--- config.mk ---
export PLATFORM = sky130hd
export DESIGN_NAME = string_to_integer_parser_unit
export DESIGN_NICKNAME = d
export VERILOG_FILES = /design/src/rtl/core/stip_pkg.sv /design/src/rtl/core/string_to_integer_parser_unit.sv
export VERILOG_INCLUDE_DIRS = /design/src /design/src/rtl/core
export SDC_FILE = /design/constraint.sdc
export NUM_CORES = 1
export LEC_CHECK = 0
export BUFFER_PORTS_ARGS = -buffer_cell sky130_fd_sc_hd__clkbuf_2
export CAP_MARGIN = 15
export CORE_ASPECT_RATIO = 0.9
export CORE_UTILIZATION = 60
export DETAILED_ROUTE_END_ITERATION = 12
export PLACE_DENSITY = 0.79
export RECOVER_POWER = 25
export SKIP_LAST_GASP = 1
export SLEW_MARGIN = 20
export SYNTH_ARGS = -nofsm -noshare
export SYNTH_HDL_FRONTEND = slang
export SYNTH_SLANG_ARGS = --single-unit
--- constraint.sdc ---
create_clock -name clk_i -period 21.5 [get_ports clk_i]
set_input_delay 2.15 -clock clk_i [delete_from_list [all_inputs] [get_ports clk_i]]
set_output_delay 2.15 -clock clk_i [all_outputs]
set_load 0.02 [all_outputs]
--- src/rtl/core/assert_macros.svh ---
// Assertion helpers shared by the RTL.
`ifndef ASSERT_MACROS_SVH
`define ASSERT_MACROS_SVH

`ifndef SYNTHESIS

// Check that prop holds at every rising edge of clk while rstn is high.
`define ASSERT_AT(lbl, clk, rstn, prop, msg) \
  lbl: assert property (@(posedge clk) disable iff (!rstn) prop) else $error(msg);

// Check that prop never holds at a rising edge of clk while rstn is high.
`define ASSERT_NEVER(lbl, clk, rstn, prop, msg) \
  lbl: assert property (@(posedge clk) disable iff (!rstn) !(prop)) else $error(msg);

`else

`define ASSERT_AT(lbl, clk, rstn, prop, msg)
`define ASSERT_NEVER(lbl, clk, rstn, prop, msg)

`endif

`endif

--- src/rtl/core/stip_pkg.sv ---
`timescale 1ns / 1ps

package stip_pkg;

  localparam int unsigned CHAR_W    = 8;
  localparam int unsigned VALUE_W   = 64;
  localparam int unsigned END_OFF_W = 16;
  localparam int unsigned RADIX_W   = 6;
  localparam int unsigned DIGIT_W   = 7;
  localparam int unsigned PHASE_W   = 3;

  localparam logic [PHASE_W-1:0] PH_SIGN   = 3'd0;
  localparam logic [PHASE_W-1:0] PH_FIRST  = 3'd1;
  localparam logic [PHASE_W-1:0] PH_AFTER0 = 3'd2;
  localparam logic [PHASE_W-1:0] PH_NEED   = 3'd3;
  localparam logic [PHASE_W-1:0] PH_DIGITS = 3'd4;
  localparam logic [PHASE_W-1:0] PH_STOP   = 3'd5;
  localparam logic [PHASE_W-1:0] PH_BAD    = 3'd6;

  localparam logic [CHAR_W-1:0] CH_NUL   = 8'h00;
  localparam logic [CHAR_W-1:0] CH_MINUS = 8'h2D;
  localparam logic [CHAR_W-1:0] CH_PLUS  = 8'h2B;
  localparam logic [CHAR_W-1:0] CH_ZERO  = 8'h30;
  localparam logic [CHAR_W-1:0] CH_NINE  = 8'h39;
  localparam logic [CHAR_W-1:0] CH_UP_A  = 8'h41;
  localparam logic [CHAR_W-1:0] CH_UP_X  = 8'h58;
  localparam logic [CHAR_W-1:0] CH_UP_Z  = 8'h5A;
  localparam logic [CHAR_W-1:0] CH_LO_A  = 8'h61;
  localparam logic [CHAR_W-1:0] CH_LO_X  = 8'h78;
  localparam logic [CHAR_W-1:0] CH_LO_Z  = 8'h7A;

  localparam logic [RADIX_W-1:0] RADIX_AUTO  = 6'd0;
  localparam logic [RADIX_W-1:0] RADIX_RESET = 6'd10;
  localparam logic [RADIX_W-1:0] BASE_MIN    = 6'd2;
  localparam logic [RADIX_W-1:0] BASE_OCT    = 6'd8;
  localparam logic [RADIX_W-1:0] BASE_DEC    = 6'd10;
  localparam logic [RADIX_W-1:0] BASE_HEX    = 6'd16;
  localparam logic [RADIX_W-1:0] BASE_MAX    = 6'd36;

  localparam logic [DIGIT_W-1:0] NO_DIGIT = 7'd99;
  localparam logic [DIGIT_W-1:0] LETTER_BASE = 7'd10;

  localparam logic [1:0] ADDR_RADIX = 2'd0;

  // Value of a digit character, NO_DIGIT for anything else.
  function automatic logic [DIGIT_W-1:0] digit_of(input logic [CHAR_W-1:0] c);
    logic [DIGIT_W-1:0] d;
    d = NO_DIGIT;
    if (c >= CH_ZERO && c <= CH_NINE) begin
      d = DIGIT_W'(c - CH_ZERO);
    end else if (c >= CH_UP_A && c <= CH_UP_Z) begin
      d = DIGIT_W'(c - CH_UP_A) + LETTER_BASE;
    end else if (c >= CH_LO_A && c <= CH_LO_Z) begin
      d = DIGIT_W'(c - CH_LO_A) + LETTER_BASE;
    end
    return d;
  endfunction

endpackage

--- src/rtl/core/string_to_integer_parser_unit.sv ---
`timescale 1ns / 1ps
`include "assert_macros.svh"

// Byte-serial strtol-style parser. One string byte is taken per cycle and a
// new byte may follow in every cycle, except that the byte that ends the
// string (a zero byte or tlast) stalls the input while a result still waits
// downstream; that byte then loads the result register. The rate is set by
// the update stage, where each digit costs one 64 by 6 bit multiply-add on
// the accumulator between the input register and the state.
module string_to_integer_parser_unit
  import stip_pkg::*;
#(
  parameter int unsigned OFFSET_BITS = 16
) (
  input  logic                   clk_i,
  input  logic                   rst_ni,
  // APB configuration
  input  logic                   psel,
  input  logic                   penable,
  input  logic                   pwrite,
  input  logic [1:0]             paddr,
  input  logic [31:0]            pwdata,
  output logic [31:0]            prdata,
  output logic                   pready,
  // input stream
  input  logic                   s_axis_tvalid,
  output logic                   s_axis_tready,
  input  logic [CHAR_W-1:0]      s_axis_tdata,   // [7:0] character
  input  logic                   s_axis_tlast,
  // result stream
  output logic                   m_axis_tvalid,
  input  logic                   m_axis_tready,
  output logic [VALUE_W+END_OFF_W-1:0] m_axis_tdata, // [63:0] value, [79:64] end_offset
  output logic                   m_axis_tuser    // [0] end_offset_valid
);

  localparam logic [OFFSET_BITS-1:0] OffMax = {OFFSET_BITS{1'b1}};
  localparam logic [31:0] EndOffMax = 32'(16'hFFFF);

  logic [RADIX_W-1:0] radix_q;

  logic              in_valid_q;
  logic [CHAR_W-1:0] char_q;
  logic              last_q;

  logic [PHASE_W-1:0]     phase_q, phase_d;
  logic [VALUE_W-1:0]     acc_q, acc_d;
  logic                   neg_q, neg_d;
  logic [RADIX_W-1:0]     base_q, base_d;
  logic [OFFSET_BITS-1:0] pos_q, pos_d;
  logic                   zp_q, zp_d;

  logic                   out_valid_q;
  logic [VALUE_W-1:0]     value_q, value_d;
  logic [END_OFF_W-1:0]   off_q, off_d;
  logic                   offv_q, offv_d;

  logic fin;
  logic adv;

  assign pready = 1'b1;
  assign prdata = 32'(radix_q);

  always_ff @(posedge clk_i or negedge rst_ni) begin
    if (!rst_ni) begin
      radix_q <= RADIX_RESET;
    end else if (psel && penable && pwrite && pready && paddr == ADDR_RADIX) begin
      radix_q <= pwdata[RADIX_W-1:0];
    end
  end

  assign fin           = (char_q == CH_NUL) || last_q;
  assign adv           = in_valid_q && (!fin || !out_valid_q || m_axis_tready);
  assign s_axis_tready = !in_valid_q || adv;

  always_ff @(posedge clk_i or negedge rst_ni) begin
    if (!rst_ni) begin
      in_valid_q <= 1'b0;
    end else if (s_axis_tready) begin
      in_valid_q <= s_axis_tvalid;
    end
  end

  always_ff @(posedge clk_i) begin
    if (s_axis_tvalid && s_axis_tready) begin
      char_q <= s_axis_tdata;
      last_q <= s_axis_tlast;
    end
  end

  always_comb begin
    logic [DIGIT_W-1:0] d;
    logic               done;
    logic               inc;
    logic [31:0]        pos_ext;
    phase_d = phase_q;
    acc_d   = acc_q;
    neg_d   = neg_q;
    base_d  = base_q;
    pos_d   = pos_q;
    zp_d    = zp_q;
    d       = digit_of(char_q);
    done    = 1'b0;
    inc     = 1'b0;
    value_d = '0;
    off_d   = '0;
    offv_d  = 1'b0;
    pos_ext = '0;

    if (char_q != CH_NUL) begin
      if (phase_d == PH_SIGN) begin
        phase_d = PH_FIRST;
        if (char_q == CH_MINUS) begin
          neg_d = 1'b1;
          inc   = 1'b1;
          done  = 1'b1;
        end else if (char_q == CH_PLUS) begin
          inc  = 1'b1;
          done = 1'b1;
        end
      end
      if (!done && phase_d == PH_FIRST) begin
        if (radix_q == RADIX_AUTO) begin
          if (char_q == CH_ZERO) begin
            inc     = 1'b1;
            zp_d    = 1'b1;
            phase_d = PH_AFTER0;
            done    = 1'b1;
          end else begin
            base_d = BASE_DEC;
          end
        end else begin
          base_d = radix_q;
        end
        if (!done) begin
          phase_d = PH_NEED;
        end
      end
      if (!done && phase_d == PH_AFTER0) begin
        zp_d    = 1'b0;
        phase_d = PH_NEED;
        if (char_q == CH_LO_X || char_q == CH_UP_X) begin
          base_d = BASE_HEX;
          inc    = 1'b1;
          done   = 1'b1;
        end else begin
          base_d = BASE_OCT;
        end
      end
      if (!done && phase_d == PH_NEED) begin
        if (base_d < BASE_MIN || base_d > BASE_MAX) begin
          phase_d = PH_BAD;
          done    = 1'b1;
        end else begin
          phase_d = PH_DIGITS;
        end
      end
      if (!done && phase_d == PH_DIGITS) begin
        if (d >= DIGIT_W'(base_d)) begin
          phase_d = PH_STOP;
        end else begin
          acc_d = acc_d * VALUE_W'(base_d) + VALUE_W'(d);
          inc   = 1'b1;
        end
      end
    end

    if (inc && pos_d != OffMax) begin
      pos_d = pos_d + 1'b1;
    end

    if (fin) begin
      if (phase_d == PH_DIGITS || phase_d == PH_STOP) begin
        pos_ext = 32'(pos_d);
        value_d = neg_d ? (~acc_d + 1'b1) : acc_d;
        off_d   = (pos_ext > EndOffMax) ? EndOffMax[END_OFF_W-1:0] : pos_ext[END_OFF_W-1:0];
        offv_d  = 1'b1;
      end
      phase_d = PH_SIGN;
      acc_d   = '0;
      neg_d   = 1'b0;
      base_d  = '0;
      pos_d   = '0;
      zp_d    = 1'b0;
    end
  end

  always_ff @(posedge clk_i or negedge rst_ni) begin
    if (!rst_ni) begin
      phase_q <= PH_SIGN;
      acc_q   <= '0;
      neg_q   <= 1'b0;
      base_q  <= '0;
      pos_q   <= '0;
      zp_q    <= 1'b0;
    end else if (adv) begin
      phase_q <= phase_d;
      acc_q   <= acc_d;
      neg_q   <= neg_d;
      base_q  <= base_d;
      pos_q   <= pos_d;
      zp_q    <= zp_d;
    end
  end

  always_ff @(posedge clk_i or negedge rst_ni) begin
    if (!rst_ni) begin
      out_valid_q <= 1'b0;
    end else if (adv && fin) begin
      out_valid_q <= 1'b1;
    end else if (m_axis_tready) begin
      out_valid_q <= 1'b0;
    end
  end

  always_ff @(posedge clk_i) begin
    if (adv && fin) begin
      value_q <= value_d;
      off_q   <= off_d;
      offv_q  <= offv_d;
    end
  end

  assign m_axis_tvalid = out_valid_q;
  assign m_axis_tdata  = {off_q, value_q};
  assign m_axis_tuser  = offv_q;

  `ASSERT_AT(a_unset_is_zero, clk_i, rst_ni, m_axis_tvalid && !m_axis_tuser |-> m_axis_tdata == '0, "result without offset is not zero")
  `ASSERT_AT(a_clear_after_end, clk_i, rst_ni, adv && fin |=> phase_q == PH_SIGN && pos_q == '0 && acc_q == '0, "string state not cleared after end")
  `ASSERT_NEVER(a_ready_when_held, clk_i, rst_ni, in_valid_q && !adv && s_axis_tready, "input taken while held byte stalls")
  `ASSERT_AT(a_result_loaded, clk_i, rst_ni, adv && fin |=> m_axis_tvalid, "string end gave no result")

endmodule

Yosys cells after proc, flatten, opt, wreduce, memory -nomap -nowiden

Cells that the tools add are included.

Logic and storage cells: 146
Output and inout port bits: 116
Input bits: 50
Register bits: 188

Bitwise gates (word level): 1
$lt $le $gt $ge: 9
Multiplexer cells: 65
Eq/ne operators: 12
$add $sub $neg: 8
$mul: 1
Reduce and logical (&&, ||, !) cells: 37

Operator list:

| kind                    | count |
|---|---|
| $mux W64                | 5 |
| $add A64 B1 Y64 const B | 1 |
| $add A64 B7 Y64         | 1 |
| $mul A64 B6 Y64         | 1 |
| $not A64 Y64            | 1 |
| $mux W3                 | 15 |
| $mux W6                 | 7 |
| $mux W16                | 2 |
| $mux W1                 | 31 |
| $eq A8 B6 Y1 const B    | 3 |
| $mux W7                 | 3 |
| $add A16 B1 Y16 const B | 1 |
| $eq A8 B7 Y1 const B    | 2 |
| $ge A8 B7 Y1 const B    | 2 |
| $le A8 B7 Y1 const B    | 2 |
| $ne A16 B16 Y1 const B  | 1 |
| $add A7 B4 Y7 const B   | 2 |
| $logic_and A1 B1 Y1     | 14 |
| $sub A7 B7 Y7 const B   | 2 |
| $eq A3 B3 Y1 const B    | 3 |
| $ge A8 B6 Y1 const B    | 1 |
| $le A8 B6 Y1 const B    | 1 |
| $logic_not A8 Y1        | 1 |
| $reduce_bool A8 Y1      | 1 |
| 15 further kinds        | 30 |

Longest topological paths before layout

Depth after elaboration: 28
Gate-level depth with buffers: 35
Depth with buffers taken out: 28

Worst setup path before layout

OpenSTA, ideal clock, no wires.

Path kind: register to register
From: register char_q[0]
To: register value_q[48] (data pin)
Stages on the path, launching flop included: 30
Path slack: 12.540 ns
Data required time: 21.365 ns
Arrival time: 8.824 ns
Path through: edfxtp_1 > ha_1 > mux2_4 > a31o_4 > or4_4 > and3_1 > clkbuf_1 > clkbuf_1 > nand2_1 > fa_1 > fa_1 > inv_1 > fa_1 > inv_1 > fa_1 > inv_1 > ha_1 > nand2_1 > a211oi_1 > a21oi_1 > o41ai_1 > mux2_2 > a21o_1 > or4b_1 > o31ai_1 > nand4_1 > or3_1 > clkbuf_1 > or4b_1 > nand3_1

Longest elaborated chain between the ends: 28
Elaborated cells on any way between the ends: 91
Classes of those cells: add/sub (7); mul (1); order compare (9); eq/ne (10); mux (45); bitwise (1); reduce/logical (18)

Ends and longest elaborated chain:

| item                                                  | line                                 | RTL |
|---|---|---|
| start, declared                                       | string_to_integer_parser_unit.sv:43  | `logic [CHAR_W-1:0] char_q;` |
| start signal, assigned                                | string_to_integer_parser_unit.sv:86  | `char_q <= s_axis_tdata;` |
| branches (longest 28 deep; another with $eq A8 B6 Y1) | n/a                                  |  |
| end signal, assigned                                  | string_to_integer_parser_unit.sv:218 | `value_q <= value_d;` |
| end, declared                                         | string_to_integer_parser_unit.sv:54  | `logic [VALUE_W-1:0] value_q, value_d;` |

Parallel ways; which one is timed is not known. The select of a mux whose other input is x is not followed.
A chain may end at the register's enable or synchronous reset.

Final worst setup path

From: register char_q[1]
To: register value_q[48] (data pin)

Same word-level chain as after synthesis.

==> reports/results.txt <==
status: complete, but fails checks
failing checks: capacitance limit, slew limit
Crit Path Class: reg -> reg
most frequent cells in the layout: and2_1 (347), nand2_1 (250), fa_1 (241), nor2_1 (174)
Worst R2R Path Depth: 28
final wirelength: 69000 um
Tmin final: 11.15 ns
sequential fraction of the synthesis area: 21.5%
cells after synthesis: 2660
max-cap violations: 2
Root Driver: clkbuf_16
fill count: 3293
Setup violations, final: 0
distinct cell type count after synthesis: 89
slack of the worst reg-to-reg path: 10.35 ns
unrepaired setup endpoints after global routing: false
Flop pwr share: 38.2%
LEAKAGE: 12.0 nW
Total Neg Setup Slack: 0 ns
FMAX: 89.7 MHz
Yosys warnings: 0
Inst Count DP: 3155
final period utilization: 51.9%
Final Worst Setup Slack: 10.35 ns
Hold Path Sink: base_q[5]
internal power: 643 uW
Seq cells post-synth: 188
initial antenna violation count: 0
vias in the first global route: 20400
CP peak stage delay: 0.94 ns
Net Sw Frac: 39.9%
worst-margin pin slew: 4.07 ns
ANT cells: 0
slowest CP cell: a211oi_1
Top Ports: 166
final hold vios: 0
Clock power frac: 31.2%
clk slew on worst S/H paths: 0.07 ns
TritonCTS clock tree: done
DRT iter0 DRCs: 2003
total power: 1.07 mW
Initial Utilization: 60.8%
post-CTS setup buffers: 0
total core area: 0.0395 sq mm
Worst Setup End Kind: flop
DP Wirelength: 50900 um
pre-CTS WS: 10.69 ns
HP Start: base_q[5]
Post-synth EDFFs: 90
GRT Residual Overflow: 0
Worst Path Arrival: 11.49 ns
NetSw: 426 uW
Slew HR: -171%
clock sink count: 188
number of buffers created by CTS: 17
average wire per standard cell: 21.7 um
routability-driven placement congestion ratio: 0.996
vias per inst: 6.47
power per cell area: 42.3 mW/mm^2
RR Startpoint: char_q[1]
Max IR drop VDD: 0.0756 mV
Final nets: 3076
Layout area overhead: 5.39%
die height: 192 um
worst hold path class: reg -> reg
asr flop ratio synth: 52.1%
via total after detailed routing: 20600
WHS Path Cells: 2
CP max FO: 62
predominant post-synthesis flop cell: dfrtp_1
Post-Synthesis Mean Instance Area: 9.02 sq um
layout cell share with drive strength beyond 1: 8.06%
Residual DRC: 0
Die Area: 0.0408 sq mm
final std cells w/o fill: 3188
number of routed nets with antenna violations: 0
cts-stage hold buffer count: 0
# port buffers: 112
Cell Rows: 69
maximum number of pins on one net before global-route repair: 71
combinational power share: 30.6%
GR Util All Layers: 35.0%
Clock Path Buffers: 2
most common cell after layout, fill and taps aside: and2_1
Die X: 213 um
Resize count post-CTS: 0
first drt pass iteration count: 7
max-slew violation count: 101
CP required: 21.84 ns
synthesized cell area: 0.0240 sq mm
worst flop-to-flop path endpoint: value_q[48]
clk_skew: 0.0148 ns
Max H-tree Level: 4
first-pass GRT wire length: 111000 um
clk_lat worst skew: 0.48 ns
crit start category: flop
-- registers in the layout, indices dropped and copies added, names as in the netlist, 3 cells and up --
| register | flops |
|---|---|
| phase_q | 3 |
| pos_q | 16 |
| value_q | 64 |
| acc_q | 64 |
| base_q | 6 |
| radix_q | 6 |
| off_q | 16 |
| char_q | 8 |
-- routing by layer --
layer | wire length (um) | vias to the layer above | track usage [%] | part of all wire, %
met5 | 0 | - | 0 | 0
met4 | 2180 | 0 | 13.3 | 3.2
met3 | 6760 | 183 | 8.21 | 9.8
met2 | 31000 | 1061 | 53.1 | 45
met1 | 29100 | 10100 | 48.7 | 42
li1 | - | 9244 | - | -
-- layout make-up --
class / instances / area (sq um) / share of cell area [%]
Clock inverter: 13 / 156 / 0.619
Sequential cell: 188 / 5160 / 20.4
Multi-Input combinational cell: 2209 / 17800 / 70.4
Clock buffer: 19 / 433 / 1.71
Tap cell: 532 / 666 / 2.63
Timing Repair Buffer: 134 / 733 / 2.90
Inverter: 93 / 349 / 1.38
-- critical path, delay by kind of cell (launching register included) --
family / cells / cell delay [ns]
buf+inv: 5 / 0.88
fa+ha+maj: 6 / 2.72
simple gates: 10 / 3.41
compound gates: 7 / 3.48
flops: 1 / 0.49
-- worst max path at each step --
stage                          from     endpoint
after floorplan           char_q[0]  value_q[48]
after global placement    char_q[1]  value_q[53]
after detailed placement  char_q[1]  value_q[51]
after CTS                 char_q[1]  value_q[53]
after global routing      char_q[1]  value_q[49]
final                     char_q[1]  value_q[48]
-- synth_stat cells, drive strengths merged (44+ instances only) --
library cell,instances,area (sq um)
and2,349,2180
xnor2,50,438
xor2,61,534
edfxtp,90,2700
ha,142,1780
dfrtp,96,2400
nand2,251,942
fa,241,4820
a21oi,112,561
clkbuf,146,548
a21o,44,330
buf,49,332
nor2,175,657
o21ai,147,736
nor3,44,220
inv,93,349
-- stage by stage --
| step | instance area [sq um] | hold slack (ns) | util (%) |
|---|---|---|---|
| final | 25300 | 0.510 | 64.1 |
| after global placement | 24700 | 0.496 | 62.6 |
| after detailed placement | 24700 | 0.500 | 62.6 |
| after floorplan | 24100 | 0.451 | - |
| after CTS | 25300 | 0.516 | 64.1 |
| after global routing | 25300 | 0.556 | 64.1 |
-- power by group through the flow --
stage	Combinational [mW]	Clock, mW	Sequential (mW)
CTS	0.315	0.334	0.409
floorplan	0.198	0	0.423
detailed placement	0.314	0	0.416
global route	0.347	0.344	0.411
global placement	0.305	0	0.416
finish	0.327	0.334	0.409
-- cells by family (layout without fill, tap and decap cells) --
family	count (synthesis)	in the layout	synth area share (%)
buf+inv	288	259	5.12
mux	49	49	2.13
flops	188	188	21.5
simple gates	1050	1050	23.0
fa+ha+maj	383	383	27.5
compound gates	587	587	16.4
other cells	2	27	0.0313
xor+xnor	113	113	4.25
Power figures use the tool's default switching activity.
